--- config.mk ---
export PLATFORM = sky130hd
export DESIGN_NAME = three_phase_sine_dds_soft_start_core_flat
export DESIGN_NICKNAME = d
export VERILOG_FILES = /design/src/hdl/tpsdds_pkg.sv /design/src/hdl/tpsdds_if.sv /design/src/hdl/three_phase_sine_dds_soft_start_core.sv /design/src/flat_wrapper.sv
export SDC_FILE = /design/constraint.sdc
export NUM_CORES = 2
export LEC_CHECK = 0
export CORE_MARGIN = 2
export CORE_UTILIZATION = 40
export DETAILED_ROUTE_END_ITERATION = 16
export DONT_BUFFER_PORTS = 1
export PLACE_DENSITY = 0.59
export SYNTH_ARGS = -nofsm -noshare
export SYNTH_HDL_FRONTEND = slang
export SYNTH_SLANG_ARGS = --single-unit
--- constraint.sdc ---
create_clock -name clk -period 23.1 [get_ports clk]
set_input_delay 6.93 -clock clk [delete_from_list [all_inputs] [get_ports clk]]
set_output_delay 6.93 -clock clk [all_outputs]
set_load 0.005 [all_outputs]
--- src/hdl/tpsdds_pkg.sv ---
package tpsdds_pkg;

  localparam int TABLE_DEPTH        = 256;
  localparam int DEF_PHASE_BITS     = 32;
  localparam int LEVEL_W            = 8;
  localparam int READING_W          = 10;
  localparam int FREQ_W             = 11;
  localparam int DUTY_W             = 7;
  localparam int CFG_ADDR_W         = 3;
  localparam int CFG_DATA_W         = 32;
  localparam int DIV_W              = 21;
  localparam int DIV_CNT_W          = 5;

  localparam logic [7:0]  LOW_RAMP_STEPS   = 8'd19;
  localparam logic [11:0] LOW_STEP_HZ      = 12'd3;
  localparam logic [11:0] HIGH_BASE_HZ     = 12'd60;
  localparam logic [11:0] HIGH_STEP_HZ     = 12'd10;
  localparam logic [10:0] HIGH_ZERO_MIN_HZ = 11'd51;
  localparam logic [10:0] FREQ_LIMIT       = 11'd2047;
  localparam logic [18:0] PCT_RECIP        = 19'd5243;
  localparam int          PCT_SHIFT        = 19;
  localparam logic [12:0] TEN_RECIP        = 13'd6554;
  localparam int          TEN_SHIFT        = 16;

  localparam logic [9:0]  RST_MIN_READING  = 10'd93;
  localparam logic [9:0]  RST_MAX_READING  = 10'd664;
  localparam logic [10:0] RST_FREQ_MIN     = 11'd170;
  localparam logic [10:0] RST_FREQ_MAX     = 11'd1000;
  localparam logic [31:0] RST_TUNING_PER_HZ = 32'd1095208;
  localparam logic [6:0]  RST_DUTY         = 7'd100;
  localparam logic [7:0]  RST_OFFSET_B     = 8'd85;
  localparam logic [7:0]  RST_OFFSET_C     = 8'd170;

  typedef enum logic [1:0] {
    OP_SAMPLE = 2'd0,
    OP_RAMP   = 2'd1,
    OP_SPEED  = 2'd2,
    OP_NONE   = 2'd3
  } op_t;

  typedef enum logic [1:0] {
    RS_IDLE = 2'd0,
    RS_LOW  = 2'd1,
    RS_HIGH = 2'd2,
    RS_SPARE = 2'd3
  } ramp_stage_t;

  typedef enum logic [2:0] {
    CFG_MIN_READING = 3'd0,
    CFG_MAX_READING = 3'd1,
    CFG_FREQ_MIN    = 3'd2,
    CFG_FREQ_MAX    = 3'd3,
    CFG_TUNING      = 3'd4,
    CFG_DUTY        = 3'd5,
    CFG_OFFSET_B    = 3'd6,
    CFG_OFFSET_C    = 3'd7
  } cfg_reg_t;

  typedef enum logic [3:0] {
    ST_IDLE,
    ST_EXEC,
    ST_DIV,
    ST_MAP,
    ST_FIN,
    ST_MUL,
    ST_RD,
    ST_SC1,
    ST_SC2,
    ST_DONE
  } state_t;

  localparam logic [7:0] SINE_ROM [TABLE_DEPTH] = '{
    8'd127,8'd130,8'd133,8'd136,8'd140,8'd143,8'd146,8'd149,8'd152,8'd155,8'd158,8'd161,
    8'd164,8'd167,8'd170,8'd173,8'd176,8'd179,8'd182,8'd185,8'd187,8'd190,8'd193,8'd195,
    8'd198,8'd201,8'd203,8'd206,8'd208,8'd211,8'd213,8'd215,8'd217,8'd220,8'd222,8'd224,
    8'd226,8'd228,8'd230,8'd232,8'd233,8'd235,8'd237,8'd238,8'd240,8'd241,8'd242,8'd244,
    8'd245,8'd246,8'd247,8'd248,8'd249,8'd250,8'd251,8'd252,8'd252,8'd253,8'd253,8'd254,
    8'd254,8'd254,8'd254,8'd255,8'd255,8'd254,8'd254,8'd254,8'd254,8'd253,8'd253,8'd252,
    8'd252,8'd251,8'd250,8'd250,8'd249,8'd248,8'd247,8'd246,8'd244,8'd243,8'd242,8'd240,
    8'd239,8'd237,8'd236,8'd234,8'd232,8'd231,8'd229,8'd227,8'd225,8'd223,8'd221,8'd219,
    8'd216,8'd214,8'd212,8'd209,8'd207,8'd204,8'd202,8'd199,8'd197,8'd194,8'd191,8'd189,
    8'd186,8'd183,8'd180,8'd177,8'd175,8'd172,8'd169,8'd166,8'd163,8'd160,8'd157,8'd154,
    8'd150,8'd147,8'd144,8'd141,8'd138,8'd135,8'd132,8'd129,8'd125,8'd122,8'd119,8'd116,
    8'd113,8'd110,8'd107,8'd104,8'd100,8'd97,8'd94,8'd91,8'd88,8'd85,8'd82,8'd79,
    8'd77,8'd74,8'd71,8'd68,8'd65,8'd63,8'd60,8'd57,8'd55,8'd52,8'd50,8'd47,
    8'd45,8'd42,8'd40,8'd38,8'd35,8'd33,8'd31,8'd29,8'd27,8'd25,8'd23,8'd22,
    8'd20,8'd18,8'd17,8'd15,8'd14,8'd12,8'd11,8'd10,8'd8,8'd7,8'd6,8'd5,
    8'd4,8'd4,8'd3,8'd2,8'd2,8'd1,8'd1,8'd0,8'd0,8'd0,8'd0,8'd0,
    8'd0,8'd0,8'd0,8'd0,8'd0,8'd1,8'd1,8'd2,8'd2,8'd3,8'd4,8'd5,
    8'd6,8'd7,8'd8,8'd9,8'd10,8'd12,8'd13,8'd14,8'd16,8'd17,8'd19,8'd21,
    8'd22,8'd24,8'd26,8'd28,8'd30,8'd32,8'd34,8'd37,8'd39,8'd41,8'd43,8'd46,
    8'd48,8'd51,8'd53,8'd56,8'd59,8'd61,8'd64,8'd67,8'd69,8'd72,8'd75,8'd78,
    8'd81,8'd84,8'd87,8'd90,8'd93,8'd96,8'd99,8'd102,8'd105,8'd108,8'd111,8'd114,
    8'd118,8'd121,8'd124,8'd127
  };

endpackage

--- src/hdl/tpsdds_if.sv ---
interface tpsdds_in_if;
  logic                               valid;
  logic                               ready;
  logic [1:0]                         operation;
  logic [tpsdds_pkg::READING_W-1:0]   adc_reading;
  modport source (output valid, operation, adc_reading, input ready);
  modport sink (input valid, operation, adc_reading, output ready);
endinterface

interface tpsdds_out_if;
  logic                             valid;
  logic                             ready;
  logic [tpsdds_pkg::LEVEL_W-1:0]   phase_a_level;
  logic [tpsdds_pkg::LEVEL_W-1:0]   phase_b_level;
  logic [tpsdds_pkg::LEVEL_W-1:0]   phase_c_level;
  logic                             drive_enabled;
  logic                             ramp_active;
  logic [tpsdds_pkg::FREQ_W-1:0]    frequency_hz;
  modport source (output valid, phase_a_level, phase_b_level, phase_c_level,
                  drive_enabled, ramp_active, frequency_hz, input ready);
  modport sink (input valid, phase_a_level, phase_b_level, phase_c_level,
                drive_enabled, ramp_active, frequency_hz, output ready);
endinterface

--- src/hdl/three_phase_sine_dds_soft_start_core.sv ---
// A beat is accepted in ST_IDLE and decided in ST_EXEC. A beat that only reports
// status goes straight to ST_DONE; otherwise the three sine table reads run. A ramp
// step that loads a new tuning word first passes ST_MUL; a speed beat that starts
// the drive passes the restoring divider (ST_DIV), ST_MAP, ST_FIN and ST_MUL, and
// skips ST_DIV with a zero input span. One beat at a time; the next beat is taken
// once the result is in the output register. Each sine read passes ST_RD, ST_SC1
// and ST_SC2 on the one table port. A full output register holds the core until taken.
// Reset: synchronous, active low; state and config registers take defaults, drive off.
module three_phase_sine_dds_soft_start_core #(
  parameter int PHASE_BITS = tpsdds_pkg::DEF_PHASE_BITS
) (
  input  logic                              clk,
  input  logic                              rst_n,
  tpsdds_in_if.sink                         in_ch,
  tpsdds_out_if.source                      out_ch,
  input  logic                              cfg_we,
  input  logic [tpsdds_pkg::CFG_ADDR_W-1:0] cfg_addr,
  input  logic [tpsdds_pkg::CFG_DATA_W-1:0] cfg_wdata
);

  localparam int DIV_W_L     = tpsdds_pkg::DIV_W;
  localparam int DIV_CNT_W_L = tpsdds_pkg::DIV_CNT_W;

  tpsdds_pkg::state_t state_r, state_nxt;

  logic [9:0]  min_reading_r, max_reading_r;
  logic [10:0] freq_min_r, freq_max_r;
  logic [31:0] tuning_per_hz_r;
  logic [6:0]  duty_r;
  logic [7:0]  offset_b_r, offset_c_r;

  logic [PHASE_BITS-1:0] acc_r, tuning_r;
  logic                  motor_on_r;
  logic [9:0]            prev_reading_r;
  logic [10:0]           target_r;
  tpsdds_pkg::ramp_stage_t stage_r;
  logic [7:0]            ridx_r;
  logic [7:0]            fin_r;
  logic                  fin_neg_r;

  logic [1:0]  op_r;
  logic [9:0]  rd_r;

  logic [DIV_W_L-1:0] quo_r;
  logic [9:0]  rem_r, den_r;
  logic [tpsdds_pkg::DIV_CNT_W-1:0] cnt_r;
  logic        qneg_r;

  logic [1:0]  ph_r;
  logic [7:0]  rom_q_r;
  logic [14:0] prod_r;
  logic [7:0]  lvl_a_r, lvl_b_r, lvl_c_r;

  logic        out_valid_r;
  logic [7:0]  out_a_r, out_b_r, out_c_r;
  logic        out_drv_r, out_ramp_r;
  logic [10:0] out_freq_r;

  logic        in_ready;

  // Current frequency from the ramp state.
  logic [11:0] freq_cur;
  always_comb begin
    if (!motor_on_r) begin
      freq_cur = '0;
    end else begin
      unique case (stage_r)
        tpsdds_pkg::RS_LOW:  freq_cur = tpsdds_pkg::LOW_STEP_HZ * {4'd0, ridx_r};
        tpsdds_pkg::RS_HIGH: freq_cur = tpsdds_pkg::HIGH_BASE_HZ +
                                        tpsdds_pkg::HIGH_STEP_HZ * {4'd0, ridx_r};
        default: begin
          if (fin_neg_r) begin
            freq_cur = tpsdds_pkg::LOW_STEP_HZ * {4'd0, tpsdds_pkg::LOW_RAMP_STEPS};
          end else begin
            freq_cur = tpsdds_pkg::HIGH_BASE_HZ +
                       tpsdds_pkg::HIGH_STEP_HZ * {4'd0, fin_r};
          end
        end
      endcase
    end
  end

  // Decisions taken on the beat being executed.
  logic        start_cmd, stop_cmd, ramp_load;
  tpsdds_pkg::ramp_stage_t rs_new;
  logic [7:0]  ri_new;
  logic [10:0] rdiff;
  logic [11:0] dfreq, dfmag;
  logic [10:0] span;
  logic        span_zero;

  always_comb begin
    start_cmd = 1'b0;
    stop_cmd  = 1'b0;
    if (op_r == tpsdds_pkg::OP_SPEED && stage_r == tpsdds_pkg::RS_IDLE &&
        rd_r == prev_reading_r) begin
      if (motor_on_r && rd_r < min_reading_r) begin
        stop_cmd = 1'b1;
      end else if (!motor_on_r && rd_r >= min_reading_r) begin
        start_cmd = 1'b1;
      end
    end
    rs_new = stage_r;
    ri_new = ridx_r;
    unique case (stage_r)
      tpsdds_pkg::RS_LOW: begin
        if (ridx_r < tpsdds_pkg::LOW_RAMP_STEPS) begin
          ri_new = ridx_r + 8'd1;
        end else if (!fin_neg_r) begin
          rs_new = tpsdds_pkg::RS_HIGH;
          ri_new = '0;
        end else begin
          rs_new = tpsdds_pkg::RS_IDLE;
        end
      end
      tpsdds_pkg::RS_HIGH: begin
        if (ridx_r < fin_r) begin
          ri_new = ridx_r + 8'd1;
        end else begin
          rs_new = tpsdds_pkg::RS_IDLE;
        end
      end
      default: ;
    endcase
    ramp_load = op_r == tpsdds_pkg::OP_RAMP && motor_on_r &&
                stage_r != tpsdds_pkg::RS_IDLE && rs_new != tpsdds_pkg::RS_IDLE;
    rdiff = {1'b0, rd_r} - {1'b0, min_reading_r};
    dfreq = {1'b0, freq_max_r} - {1'b0, freq_min_r};
    dfmag = dfreq[11] ? (12'd0 - dfreq) : dfreq;
    span  = {1'b0, max_reading_r} - {1'b0, min_reading_r};
    span_zero = span == '0;
  end

  // Divider step.
  logic [10:0] rem_sh;
  logic        rem_ge;
  always_comb begin
    rem_sh = {rem_r, quo_r[DIV_W_L-1]};
    rem_ge = rem_sh >= {1'b0, den_r};
  end

  // Mapping result and saturation.
  logic signed [22:0] qs, fsum;
  logic [10:0] fsat;
  always_comb begin
    qs   = qneg_r ? (23'sd0 - $signed({2'b00, quo_r})) : $signed({2'b00, quo_r});
    fsum = qs + $signed({12'd0, freq_min_r});
    if (fsum < 0) begin
      fsat = '0;
    end else if (fsum > $signed({12'd0, tpsdds_pkg::FREQ_LIMIT})) begin
      fsat = tpsdds_pkg::FREQ_LIMIT;
    end else begin
      fsat = fsum[10:0];
    end
  end

  logic [10:0] tgt_off;
  logic [23:0] tgt_scaled;
  always_comb begin
    tgt_off    = target_r - tpsdds_pkg::HIGH_BASE_HZ[10:0];
    tgt_scaled = {13'd0, tgt_off} * {11'd0, tpsdds_pkg::TEN_RECIP};
  end

  logic [43:0] tune_prod;
  assign tune_prod = {12'd0, tuning_per_hz_r} * {32'd0, freq_cur};

  logic [7:0] idx, rom_addr;
  assign idx = acc_r[PHASE_BITS-1 -: 8];
  always_comb begin
    unique case (ph_r)
      2'd1:    rom_addr = idx + offset_b_r;
      2'd2:    rom_addr = idx + offset_c_r;
      default: rom_addr = idx;
    endcase
  end

  logic [33:0] scaled;
  logic [8:0]  lvl_q;
  logic [7:0]  lvl_sat;
  always_comb begin
    scaled  = {19'd0, prod_r} * {15'd0, tpsdds_pkg::PCT_RECIP};
    lvl_q   = scaled[tpsdds_pkg::PCT_SHIFT +: 9];
    lvl_sat = lvl_q[8] ? 8'hFF : lvl_q[7:0];
  end

  always_comb begin
    state_nxt = state_r;
    unique case (state_r)
      tpsdds_pkg::ST_IDLE: if (in_ch.valid) state_nxt = tpsdds_pkg::ST_EXEC;
      tpsdds_pkg::ST_EXEC: begin
        if (start_cmd) begin
          state_nxt = span_zero ? tpsdds_pkg::ST_MAP : tpsdds_pkg::ST_DIV;
        end else if (ramp_load) begin
          state_nxt = tpsdds_pkg::ST_MUL;
        end else if (motor_on_r && !stop_cmd) begin
          state_nxt = tpsdds_pkg::ST_RD;
        end else begin
          state_nxt = tpsdds_pkg::ST_DONE;
        end
      end
      tpsdds_pkg::ST_DIV: if (cnt_r == DIV_CNT_W_L'(1)) state_nxt = tpsdds_pkg::ST_MAP;
      tpsdds_pkg::ST_MAP: state_nxt = tpsdds_pkg::ST_FIN;
      tpsdds_pkg::ST_FIN: state_nxt = tpsdds_pkg::ST_MUL;
      tpsdds_pkg::ST_MUL: state_nxt = tpsdds_pkg::ST_RD;
      tpsdds_pkg::ST_RD:  state_nxt = tpsdds_pkg::ST_SC1;
      tpsdds_pkg::ST_SC1: state_nxt = tpsdds_pkg::ST_SC2;
      tpsdds_pkg::ST_SC2: state_nxt = (ph_r == 2'd2) ? tpsdds_pkg::ST_DONE
                                                      : tpsdds_pkg::ST_RD;
      tpsdds_pkg::ST_DONE: if (!out_valid_r || out_ch.ready) state_nxt = tpsdds_pkg::ST_IDLE;
      default: state_nxt = tpsdds_pkg::ST_IDLE;
    endcase
  end

  always_comb begin
    in_ready = state_r == tpsdds_pkg::ST_IDLE;
  end

  assign in_ch.ready          = in_ready;
  assign out_ch.valid         = out_valid_r;
  assign out_ch.phase_a_level = out_a_r;
  assign out_ch.phase_b_level = out_b_r;
  assign out_ch.phase_c_level = out_c_r;
  assign out_ch.drive_enabled = out_drv_r;
  assign out_ch.ramp_active   = out_ramp_r;
  assign out_ch.frequency_hz  = out_freq_r;

  always_ff @(posedge clk) begin
    if (!rst_n) begin
      state_r <= tpsdds_pkg::ST_IDLE;
    end else begin
      state_r <= state_nxt;
    end
  end

  always_ff @(posedge clk) begin
    rom_q_r <= tpsdds_pkg::SINE_ROM[rom_addr];
  end

  always_ff @(posedge clk) begin
    if (!rst_n) begin
      min_reading_r   <= tpsdds_pkg::RST_MIN_READING;
      max_reading_r   <= tpsdds_pkg::RST_MAX_READING;
      freq_min_r      <= tpsdds_pkg::RST_FREQ_MIN;
      freq_max_r      <= tpsdds_pkg::RST_FREQ_MAX;
      tuning_per_hz_r <= tpsdds_pkg::RST_TUNING_PER_HZ;
      duty_r          <= tpsdds_pkg::RST_DUTY;
      offset_b_r      <= tpsdds_pkg::RST_OFFSET_B;
      offset_c_r      <= tpsdds_pkg::RST_OFFSET_C;
    end else if (cfg_we) begin
      unique case (tpsdds_pkg::cfg_reg_t'(cfg_addr))
        tpsdds_pkg::CFG_MIN_READING: min_reading_r   <= cfg_wdata[9:0];
        tpsdds_pkg::CFG_MAX_READING: max_reading_r   <= cfg_wdata[9:0];
        tpsdds_pkg::CFG_FREQ_MIN:    freq_min_r      <= cfg_wdata[10:0];
        tpsdds_pkg::CFG_FREQ_MAX:    freq_max_r      <= cfg_wdata[10:0];
        tpsdds_pkg::CFG_TUNING:      tuning_per_hz_r <= cfg_wdata;
        tpsdds_pkg::CFG_DUTY:        duty_r          <= cfg_wdata[6:0];
        tpsdds_pkg::CFG_OFFSET_B:    offset_b_r      <= cfg_wdata[7:0];
        default:                     offset_c_r      <= cfg_wdata[7:0];
      endcase
    end
  end

  always_ff @(posedge clk) begin
    if (!rst_n) begin
      acc_r          <= '0;
      tuning_r       <= '0;
      motor_on_r     <= 1'b0;
      prev_reading_r <= '0;
      target_r       <= '0;
      stage_r        <= tpsdds_pkg::RS_IDLE;
      ridx_r         <= '0;
      fin_r          <= '0;
      fin_neg_r      <= 1'b1;
      out_valid_r    <= 1'b0;
    end else begin
      unique case (state_r)
        tpsdds_pkg::ST_IDLE: begin
          op_r <= in_ch.operation;
          rd_r <= in_ch.adc_reading;
        end
        tpsdds_pkg::ST_EXEC: begin
          ph_r <= 2'd0;
          if (op_r == tpsdds_pkg::OP_SAMPLE && motor_on_r) begin
            acc_r <= acc_r + tuning_r;
          end
          if (op_r == tpsdds_pkg::OP_RAMP && motor_on_r) begin
            stage_r <= rs_new;
            ridx_r  <= ri_new;
          end
          if (op_r == tpsdds_pkg::OP_SPEED && stage_r == tpsdds_pkg::RS_IDLE) begin
            prev_reading_r <= rd_r;
          end
          if (stop_cmd) begin
            motor_on_r <= 1'b0;
          end
          if (start_cmd) begin
            motor_on_r <= 1'b1;
            acc_r      <= '0;
            stage_r    <= tpsdds_pkg::RS_LOW;
            ridx_r     <= 8'd1;
            quo_r      <= span_zero ? '0 : rdiff[9:0] * dfmag[10:0];
            rem_r      <= '0;
            den_r      <= span[10] ? (10'd0 - span[9:0]) : span[9:0];
            qneg_r     <= dfreq[11] ^ span[10];
            cnt_r      <= DIV_CNT_W_L'(DIV_W_L);
          end
        end
        tpsdds_pkg::ST_DIV: begin
          cnt_r <= cnt_r - 1'b1;
          if (rem_ge) begin
            rem_r <= 10'(rem_sh - {1'b0, den_r});
            quo_r <= {quo_r[DIV_W_L-2:0], 1'b1};
          end else begin
            rem_r <= rem_sh[9:0];
            quo_r <= {quo_r[DIV_W_L-2:0], 1'b0};
          end
        end
        tpsdds_pkg::ST_MAP: target_r <= fsat;
        tpsdds_pkg::ST_FIN: begin
          if (target_r >= tpsdds_pkg::HIGH_BASE_HZ[10:0]) begin
            fin_r     <= tgt_scaled[tpsdds_pkg::TEN_SHIFT +: 8];
            fin_neg_r <= 1'b0;
          end else begin
            fin_r     <= '0;
            fin_neg_r <= target_r < tpsdds_pkg::HIGH_ZERO_MIN_HZ;
          end
        end
        tpsdds_pkg::ST_MUL: tuning_r <= tune_prod[PHASE_BITS-1:0];
        tpsdds_pkg::ST_RD:  ;
        tpsdds_pkg::ST_SC1: prod_r <= rom_q_r * {1'b0, duty_r};
        tpsdds_pkg::ST_SC2: begin
          ph_r <= ph_r + 2'd1;
          unique case (ph_r)
            2'd0:    lvl_a_r <= lvl_sat;
            2'd1:    lvl_b_r <= lvl_sat;
            default: lvl_c_r <= lvl_sat;
          endcase
        end
        default: ;
      endcase

      if (state_r == tpsdds_pkg::ST_DONE && (!out_valid_r || out_ch.ready)) begin
        out_valid_r <= 1'b1;
        out_a_r     <= motor_on_r ? lvl_a_r : '0;
        out_b_r     <= motor_on_r ? lvl_b_r : '0;
        out_c_r     <= motor_on_r ? lvl_c_r : '0;
        out_drv_r   <= motor_on_r;
        out_ramp_r  <= motor_on_r && stage_r != tpsdds_pkg::RS_IDLE;
        out_freq_r  <= freq_cur[10:0];
      end else if (out_valid_r && out_ch.ready) begin
        out_valid_r <= 1'b0;
      end
    end
  end

  a_ramp_needs_drive: assert property (@(posedge clk) disable iff (!rst_n)
    stage_r != tpsdds_pkg::RS_IDLE |-> motor_on_r)
    else $error("Ramp running with the drive off.");

  a_div_exit: assert property (@(posedge clk) disable iff (!rst_n)
    state_r == tpsdds_pkg::ST_DIV |=> state_r == tpsdds_pkg::ST_DIV ||
                                      state_r == tpsdds_pkg::ST_MAP)
    else $error("Divider left early.");

  a_low_ramp_bound: assert property (@(posedge clk) disable iff (!rst_n)
    stage_r == tpsdds_pkg::RS_LOW |-> ridx_r <= tpsdds_pkg::LOW_RAMP_STEPS)
    else $error("Low ramp index out of range.");

  a_off_beat_zero: assert property (@(posedge clk) disable iff (!rst_n)
    out_valid_r && !out_drv_r |-> out_freq_r == '0 && !out_ramp_r && out_a_r == '0)
    else $error("Beat with the drive off carries nonzero fields.");

endmodule
--- src/flat_wrapper.sv ---
// flat-port wrapper written by rule: the top's interface ports become plain ports
module three_phase_sine_dds_soft_start_core_flat 
#(
  parameter int PHASE_BITS = tpsdds_pkg::DEF_PHASE_BITS
)
  (clk, rst_n, cfg_we, cfg_addr, cfg_wdata, in_ch_valid, in_ch_operation, in_ch_adc_reading, in_ch_ready, out_ch_valid, out_ch_phase_a_level, out_ch_phase_b_level, out_ch_phase_c_level, out_ch_drive_enabled, out_ch_ramp_active, out_ch_frequency_hz, out_ch_ready);
  tpsdds_in_if in_ch_i ();
  tpsdds_out_if out_ch_i ();
  input  logic clk;
  input  logic rst_n;
  input  logic cfg_we;
  input  logic [tpsdds_pkg::CFG_ADDR_W-1:0] cfg_addr;
  input  logic [tpsdds_pkg::CFG_DATA_W-1:0] cfg_wdata;
  input wire logic [$bits(in_ch_i.valid)-1:0] in_ch_valid;
  input wire logic [$bits(in_ch_i.operation)-1:0] in_ch_operation;
  input wire logic [$bits(in_ch_i.adc_reading)-1:0] in_ch_adc_reading;
  output wire logic [$bits(in_ch_i.ready)-1:0] in_ch_ready;
  output wire logic [$bits(out_ch_i.valid)-1:0] out_ch_valid;
  output wire logic [$bits(out_ch_i.phase_a_level)-1:0] out_ch_phase_a_level;
  output wire logic [$bits(out_ch_i.phase_b_level)-1:0] out_ch_phase_b_level;
  output wire logic [$bits(out_ch_i.phase_c_level)-1:0] out_ch_phase_c_level;
  output wire logic [$bits(out_ch_i.drive_enabled)-1:0] out_ch_drive_enabled;
  output wire logic [$bits(out_ch_i.ramp_active)-1:0] out_ch_ramp_active;
  output wire logic [$bits(out_ch_i.frequency_hz)-1:0] out_ch_frequency_hz;
  input wire logic [$bits(out_ch_i.ready)-1:0] out_ch_ready;
  assign in_ch_i.valid = in_ch_valid;
  assign in_ch_i.operation = in_ch_operation;
  assign in_ch_i.adc_reading = in_ch_adc_reading;
  assign in_ch_ready = in_ch_i.ready;
  assign out_ch_valid = out_ch_i.valid;
  assign out_ch_phase_a_level = out_ch_i.phase_a_level;
  assign out_ch_phase_b_level = out_ch_i.phase_b_level;
  assign out_ch_phase_c_level = out_ch_i.phase_c_level;
  assign out_ch_drive_enabled = out_ch_i.drive_enabled;
  assign out_ch_ramp_active = out_ch_i.ramp_active;
  assign out_ch_frequency_hz = out_ch_i.frequency_hz;
  assign out_ch_i.ready = out_ch_ready;
  three_phase_sine_dds_soft_start_core #(.PHASE_BITS(PHASE_BITS)) u_core (.clk(clk), .rst_n(rst_n), .in_ch(in_ch_i), .out_ch(out_ch_i), .cfg_we(cfg_we), .cfg_addr(cfg_addr), .cfg_wdata(cfg_wdata));
endmodule
======== Word level (Yosys, flattened, before mapping) ========
Memories as Yosys holds them, arrays and structs flattened. A register that Yosys moved wholly into a read port is not among the register bits.
Index checks and enable logic that the tools add are counted.
Widths: inputs -> output; s select.
word-level totals
  flip-flop bits (word level) ............. 344
  logic and storage cells ................. 215
  input port bits ......................... 52
  bits in read-only memories .............. 2048
  RAM bits ................................ 0
  bits in latches ......................... 0
  memories kept ........................... 1
  output and inout port bits .............. 39
operators by class
  $add $sub $neg .......................... 17
  bitwise logic cells ..................... 4
  reductions and logical operators ........ 56
  $mul .................................... 8
  $lt $le $gt $ge ......................... 9
  div/mod/pow operators ................... 0
  muxes and demuxes ....................... 54
  shift-type cells ........................ 0
  equal/unequal tests ..................... 29
memories
  name              depth  width  rd ports  clocked after Yosys merged registers in  wr ports  line                                         text
  (name not given)  256    8      1         1                                        0         three_phase_sine_dds_soft_start_core.sv:236  rom_q_r <= tpsdds_pkg::SINE_ROM[rom_addr];
operator list
  operator                number
  $mux 32                 2
  $mux 8                  7
  $mux 21                 2
  $pmux 21 s2             1
  $pmux 4 s10             1
  $mux 11                 3
  $add 32x32->32          1
  $mul 32x12->32          1
  $pmux 8 s2              2
  $reduce_and 2->1        16
  $mux 10                 3
  $mul 15x13->28 const B  1
  $mux 4                  7
  $add 6x12->12 const A   2
  $mux 12                 2
  $pmux 12 s2             1
  $add 23x12->23          1
  $gt 23x12->1 const B    1
  $lt 23x1->1 const B     1
  $mul 11x12->23 const B  1
  $mux 23                 1
  $mul 3x8->11 const A    2
  $sub 1x21->22 const A   1
  $mul 10x11->21          1
  56 further kinds        116

======== Depth between registers and ports, before layout ========
  depth in word-level cells ............... 10
  mapped depth ............................ 34
  gate-level depth less buffers ........... 34

======== Worst setup path after synthesis ========
No wires, ideal clock.
  path kind ............................... input to register
  start ................................... in rst_n
  end ..................................... reg u_core.out_drv_r (netlist: u_core.out_ch.drive_enabled), enable pin
  path slack .............................. 11552 ps
  stages .................................. 4
  arrival time ............................ 11024 ps
  cells stage by stage .................... clkbuf_1 inv_1 clkbuf_1 nor4_1
on the way
  word-level cells in the longest chain between the ends .. 1
RTL lines
  what                               line                                         text
  start: declaration                 flat_wrapper.sv:10                           input logic rst_n;
  $reduce_and 2->1 (no source line)  n/a
  end signal: assignment             three_phase_sine_dds_soft_start_core.sv:347  out_drv_r <= motor_on_r;
  end: declaration                   three_phase_sine_dds_soft_start_core.sv:56   logic out_drv_r, out_ramp_r;
Every way passes these cells.
A chain may end at the register's enable or synchronous reset.

======== Worst setup path in the final report ========
  start ................................... reg u_core.ridx_r[1]
  end ..................................... reg u_core.tuning_r[31]
on the way
  word-level cells in the longest chain between the ends .. 5
  elaborated cells on any way between the ends .. 6
  classes of those cells .................. add/sub (1); mul (3); mux (2)
RTL lines
  what                      line                                         text
  start: declaration        three_phase_sine_dds_soft_start_core.sv:37   logic [7:0] ridx_r;
  start signal: assignment  three_phase_sine_dds_soft_start_core.sv:288  ridx_r <= ri_new;
  $mul 3x8->11              three_phase_sine_dds_soft_start_core.sv:70   tpsdds_pkg::HIGH_STEP_HZ * {4'd0, ridx_r};
  $add 6x12->12             three_phase_sine_dds_soft_start_core.sv:69   tpsdds_pkg::RS_HIGH: freq_cur = tpsdds_pkg::HIGH_BASE_HZ +
  $pmux 12 s2               three_phase_sine_dds_soft_start_core.sv:67   unique case (stage_r)
  $mux 12                   three_phase_sine_dds_soft_start_core.sv:64   if (!motor_on_r) begin
  net u_core.freq_cur[10]   three_phase_sine_dds_soft_start_core.sv:62   logic [11:0] freq_cur;
  $mul 32x12->32            three_phase_sine_dds_soft_start_core.sv:165  assign tune_prod = {12'd0, tuning_per_hz_r} * {32'd0, freq_cur};
  end signal: assignment    three_phase_sine_dds_soft_start_core.sv:328  tpsdds_pkg::ST_MUL: tuning_r <= tune_prod[PHASE_BITS-1:0];
  end: declaration          three_phase_sine_dds_soft_start_core.sv:32   logic [PHASE_BITS-1:0] acc_r, tuning_r;
The timed path passes the listed nets, and every way through them passes these cells.

==> out/metrics.yaml <==
status: "finished, final reports clean"
finalCritPeriodShare: 0.4296
cts_made_buffers: 43
r2r_cells: 32
hold_viol_final: 0
r2r_slack_ns: 13.18
cpMaxStageDelayCell: "a2111oi_0"
max_slew.worst_pin.slew_ns: 1.194
holdBufCountCts: 0
drtAntennaViolNets: 0
clock-root-buffer: "clkbuf_16"
relSlewSlack: 0.1980
cp-endpoint: "u_core.tuning_r[31]$_SDFFE_PN0P_"
dieWidth_um: 325.8
finalPower_mw: 6.244
grt_usage: 0.2042
synth.distinct_cells: 92
die_area_um2: 106100
grt_overflow: 0
r2r_end: "u_core.tuning_r[31]$_SDFFE_PN0P_"
fin_skew_ns: 0.02999
r2r_start: "u_core.ridx_r[1]$_SDFFE_PN0P_"
crit_start: "u_core.ridx_r[1]$_SDFFE_PN0P_"
place_hpwl_um: 82050
cp.depth: 32
antenna_found_initial: 5
wl_um: 107000
start_kind: "register"
num_antenna_cells: 0
syn_nets: 5757
htreeDepth: 2
worstPathRequired_ns: 23.63
grt_setup_unrepaired: "false"
layout_min_cycle_time_ns: 9.923
path_delay_family: "adder cells"
slew_viol_final: 0
die_h_um: 325.8
synth_area_um2: 41410
grt_max_degree: 79
ys.flop_type: "dfxtp_1"
gp_congestion: 0.8919
dr.pass1.iters: 5
cts_resized: 0
synthArstFlopShare: 0
setup-tns-final_ns: 0
crit_path_end_kind: "register"
boundaryPins: 91
area_delta_synth_final_pct: 6.864
drive_above_1_share: 0.03429
syn_inst: 4794
fillers: 10420
path_clk_slew_ns: 0.07
powerDensity_nw_per_um2: 141.1
drt-initial-drc-count: 1836
syn_avg_cell_area_um2: 8.639
ys_seq_area_frac: 0.2033
max_freq_mhz: 100.8
clkLatencyLatePin_ns: 0.59
ys.warnings.count: 0
routedWlPerCell_um: 17.54
synth_seq_cells: 352
arrival_ns: 10.45
p_leak_nw: 19.47
initial_utilization: 0.4019
ir_drop_mv: 0.9543
path_class: "register to register"
first_global_vias: 32770
rows: 118
vias_per_cell: 5.262
min_path_type: "register to register"
post-cts-setup-buffer-count: 0
cp.buffers_inverters: 4
regArea_um2: 8418
via_count: 32120
cts.path.max_buffers: 3
grt_pass1_wl_um: 175100
route.detailed.drc: 0
multi_input_area_um2: 29630
cap_violations: 0
final_nets: 5652
cts.sink_count: 352
critPathMaxStageDelay_ns: 0.73
synth_edf_count: 137
cts_tree: "built"
cpMostUsedCell: "fa_1"
core-area_um2: 103100
path_max_fanout: 18
finalSetupViolations: 0
portBuffers: 0
kinds of logic (layout without fill, tap and decap cells):
kind of cell             count (synthesis)  in the layout  share of synthesized area
flip-flops                             352            352                     0.2033
AO/OA/AOI/OAI                          824            824                     0.1260
AND/OR/NAND/NOR                       1514           1514                     0.1682
multiplexers                            43             43                    0.01199
XOR/XNOR                               233            233                    0.05063
adder cells (fa/ha/maj)                911            911                     0.3564
buffers and inverters                  917            847                    0.08353
stage by stage:
step	std cells	cell area (um^2)	util	setup WS, ns	hold slack (ns)
final	6104	44260	0.4295	13.18	0.4556
after global routing	6104	44260	0.4295	12.43	0.4784
after CTS	6104	44260	0.4295	13.31	0.4561
after detailed placement	6024	42820	0.4155	13.37	0.4476
after global placement	6024	42820	0.4155	13.48	0.4391
after floorplan	4794	41410	-	11.55	0.4291
worst min path at each step:
stage / slack (ns) / from / cells past startpoint / to
5_1_grt: 0.48 / u_core.offset_b_r[5]$_SDFFE_PN0P_ / 2 / u_core.offset_b_r[5]$_SDFFE_PN0P_
4_1_cts: 0.46 / u_core.offset_b_r[5]$_SDFFE_PN0P_ / 2 / u_core.offset_b_r[5]$_SDFFE_PN0P_
6_report: 0.46 / u_core.offset_b_r[5]$_SDFFE_PN0P_ / 2 / u_core.offset_b_r[5]$_SDFFE_PN0P_
2_1_floorplan: 0.43 / u_core.acc_r[10]$_SDFFE_PN0P_ / 2 / u_core.acc_r[10]$_SDFFE_PN0P_
3_5_place_dp: 0.45 / u_core.offset_b_r[5]$_SDFFE_PN0P_ / 2 / u_core.offset_b_r[5]$_SDFFE_PN0P_
3_3_place_gp: 0.44 / u_core.acc_r[5]$_SDFFE_PN0P_ / 2 / u_core.acc_r[5]$_SDFFE_PN0P_
sequential cells by signal (all words and copies together), names as in the netlist, 10 cells and up:
signal	count
u_core.freq_min_r	11
u_core.tuning_per_hz_r	32
u_core.min_reading_r	10
u_core.tuning_r	32
u_core.acc_r	32
u_core.den_r	10
u_core.prev_reading_r	10
u_core.rem_r	10
u_core.prod_r	15
u_core.rd_r	10
u_core.quo_r	21
u_core.max_reading_r	10
u_core.target_r	11
u_core.out_ch.frequency_hz	11
u_core.freq_max_r	11
synth_stat cells (9+ instances only):
cell / instances / area [um^2]
a211oi_1: 18 / 135.1
a21boi_0: 16 / 120.1
a21o_1: 71 / 533.0
a21oi_1: 268 / 1341
a31oi_1: 22 / 137.6
and2_1: 159 / 994.7
and3_1: 19 / 118.9
buf_1: 15 / 56.30
clkbuf_1: 167 / 626.9
dfxtp_1: 215 / 4304
edfxtp_1: 137 / 4114
fa_1: 448 / 8969
ha_1: 463 / 5793
inv_1: 721 / 2706
mux2_2: 13 / 146.4
mux2i_1: 26 / 260.3
nand2_1: 729 / 2736
nand2b_1: 39 / 244.0
nand3_1: 86 / 430.4
nand3b_1: 10 / 75.07
nand4_1: 18 / 112.6
nor2_1: 231 / 867.1
nor2b_1: 73 / 456.7
nor3_1: 66 / 330.3
nor3b_1: 12 / 90.09
nor4_1: 14 / 87.58
o211ai_1: 27 / 202.7
o21a_1: 24 / 180.2
o21ai_0: 166 / 830.8
o21ai_1: 10 / 50.05
o21bai_1: 29 / 217.7
o22ai_1: 19 / 118.9
o31a_1: 9 / 78.83
o31ai_1: 38 / 285.3
or3_1: 24 / 150.1
xnor2_1: 140 / 1226
xor2_1: 89 / 779.5
cell type report:
cell class                 instances  area share
multi-input combinational       3525      0.6695
sequential                       352      0.1902
inverter                         723     0.06138
tap                             1380     0.03901
clock buffer                      63     0.02813
timing repair buffer              44    0.007464
clock inverter                    17    0.004297
power breakdown:
group | switching (mW) | internal, mW
sequential | 0.0613 | 0.891
clock | 0.285 | 0.411
combinational | 2.56 | 2.04
total | 2.91 | 3.34
cells in the final DEF, fill, tap and decap left out, drive strengths merged, types with 38 or more instances in the layout:
cell type / n
nand2: 729
inv: 728
ha: 463
fa: 448
a21oi: 269
nor2: 231
dfxtp: 215
o21ai: 176
and2: 159
xnor2: 140
edfxtp: 137
xor2: 89
nand3: 86
nor2b: 73
a21o: 71
nor3: 66
clkbuf: 63
buf: 44
nand2b: 39
o31ai: 38
layer usage:
metal	GRT usage	up-vias	wire length [um]	share of wire
met2	0.3550	683	52190	0.49
met5	0	-	30	0.00028
met1	0.2641	15780	46920	0.44
met4	0.06091	4	3079	0.029
met3	0.02673	161	4819	0.045
li1	-	15490	-	-
worst register-to-register path, delay by kind of cell, from the launching register on:
family                   cells  cell delay, ns
adder cells (fa/ha/maj)      9            3.76
AO/OA/AOI/OAI               12            3.72
AND/OR/NAND/NOR              5            1.07
flip-flops                   1            0.57
buffers and inverters        4            0.40
XOR/XNOR                     2            0.36
Power figures use the tool's default switching activity.
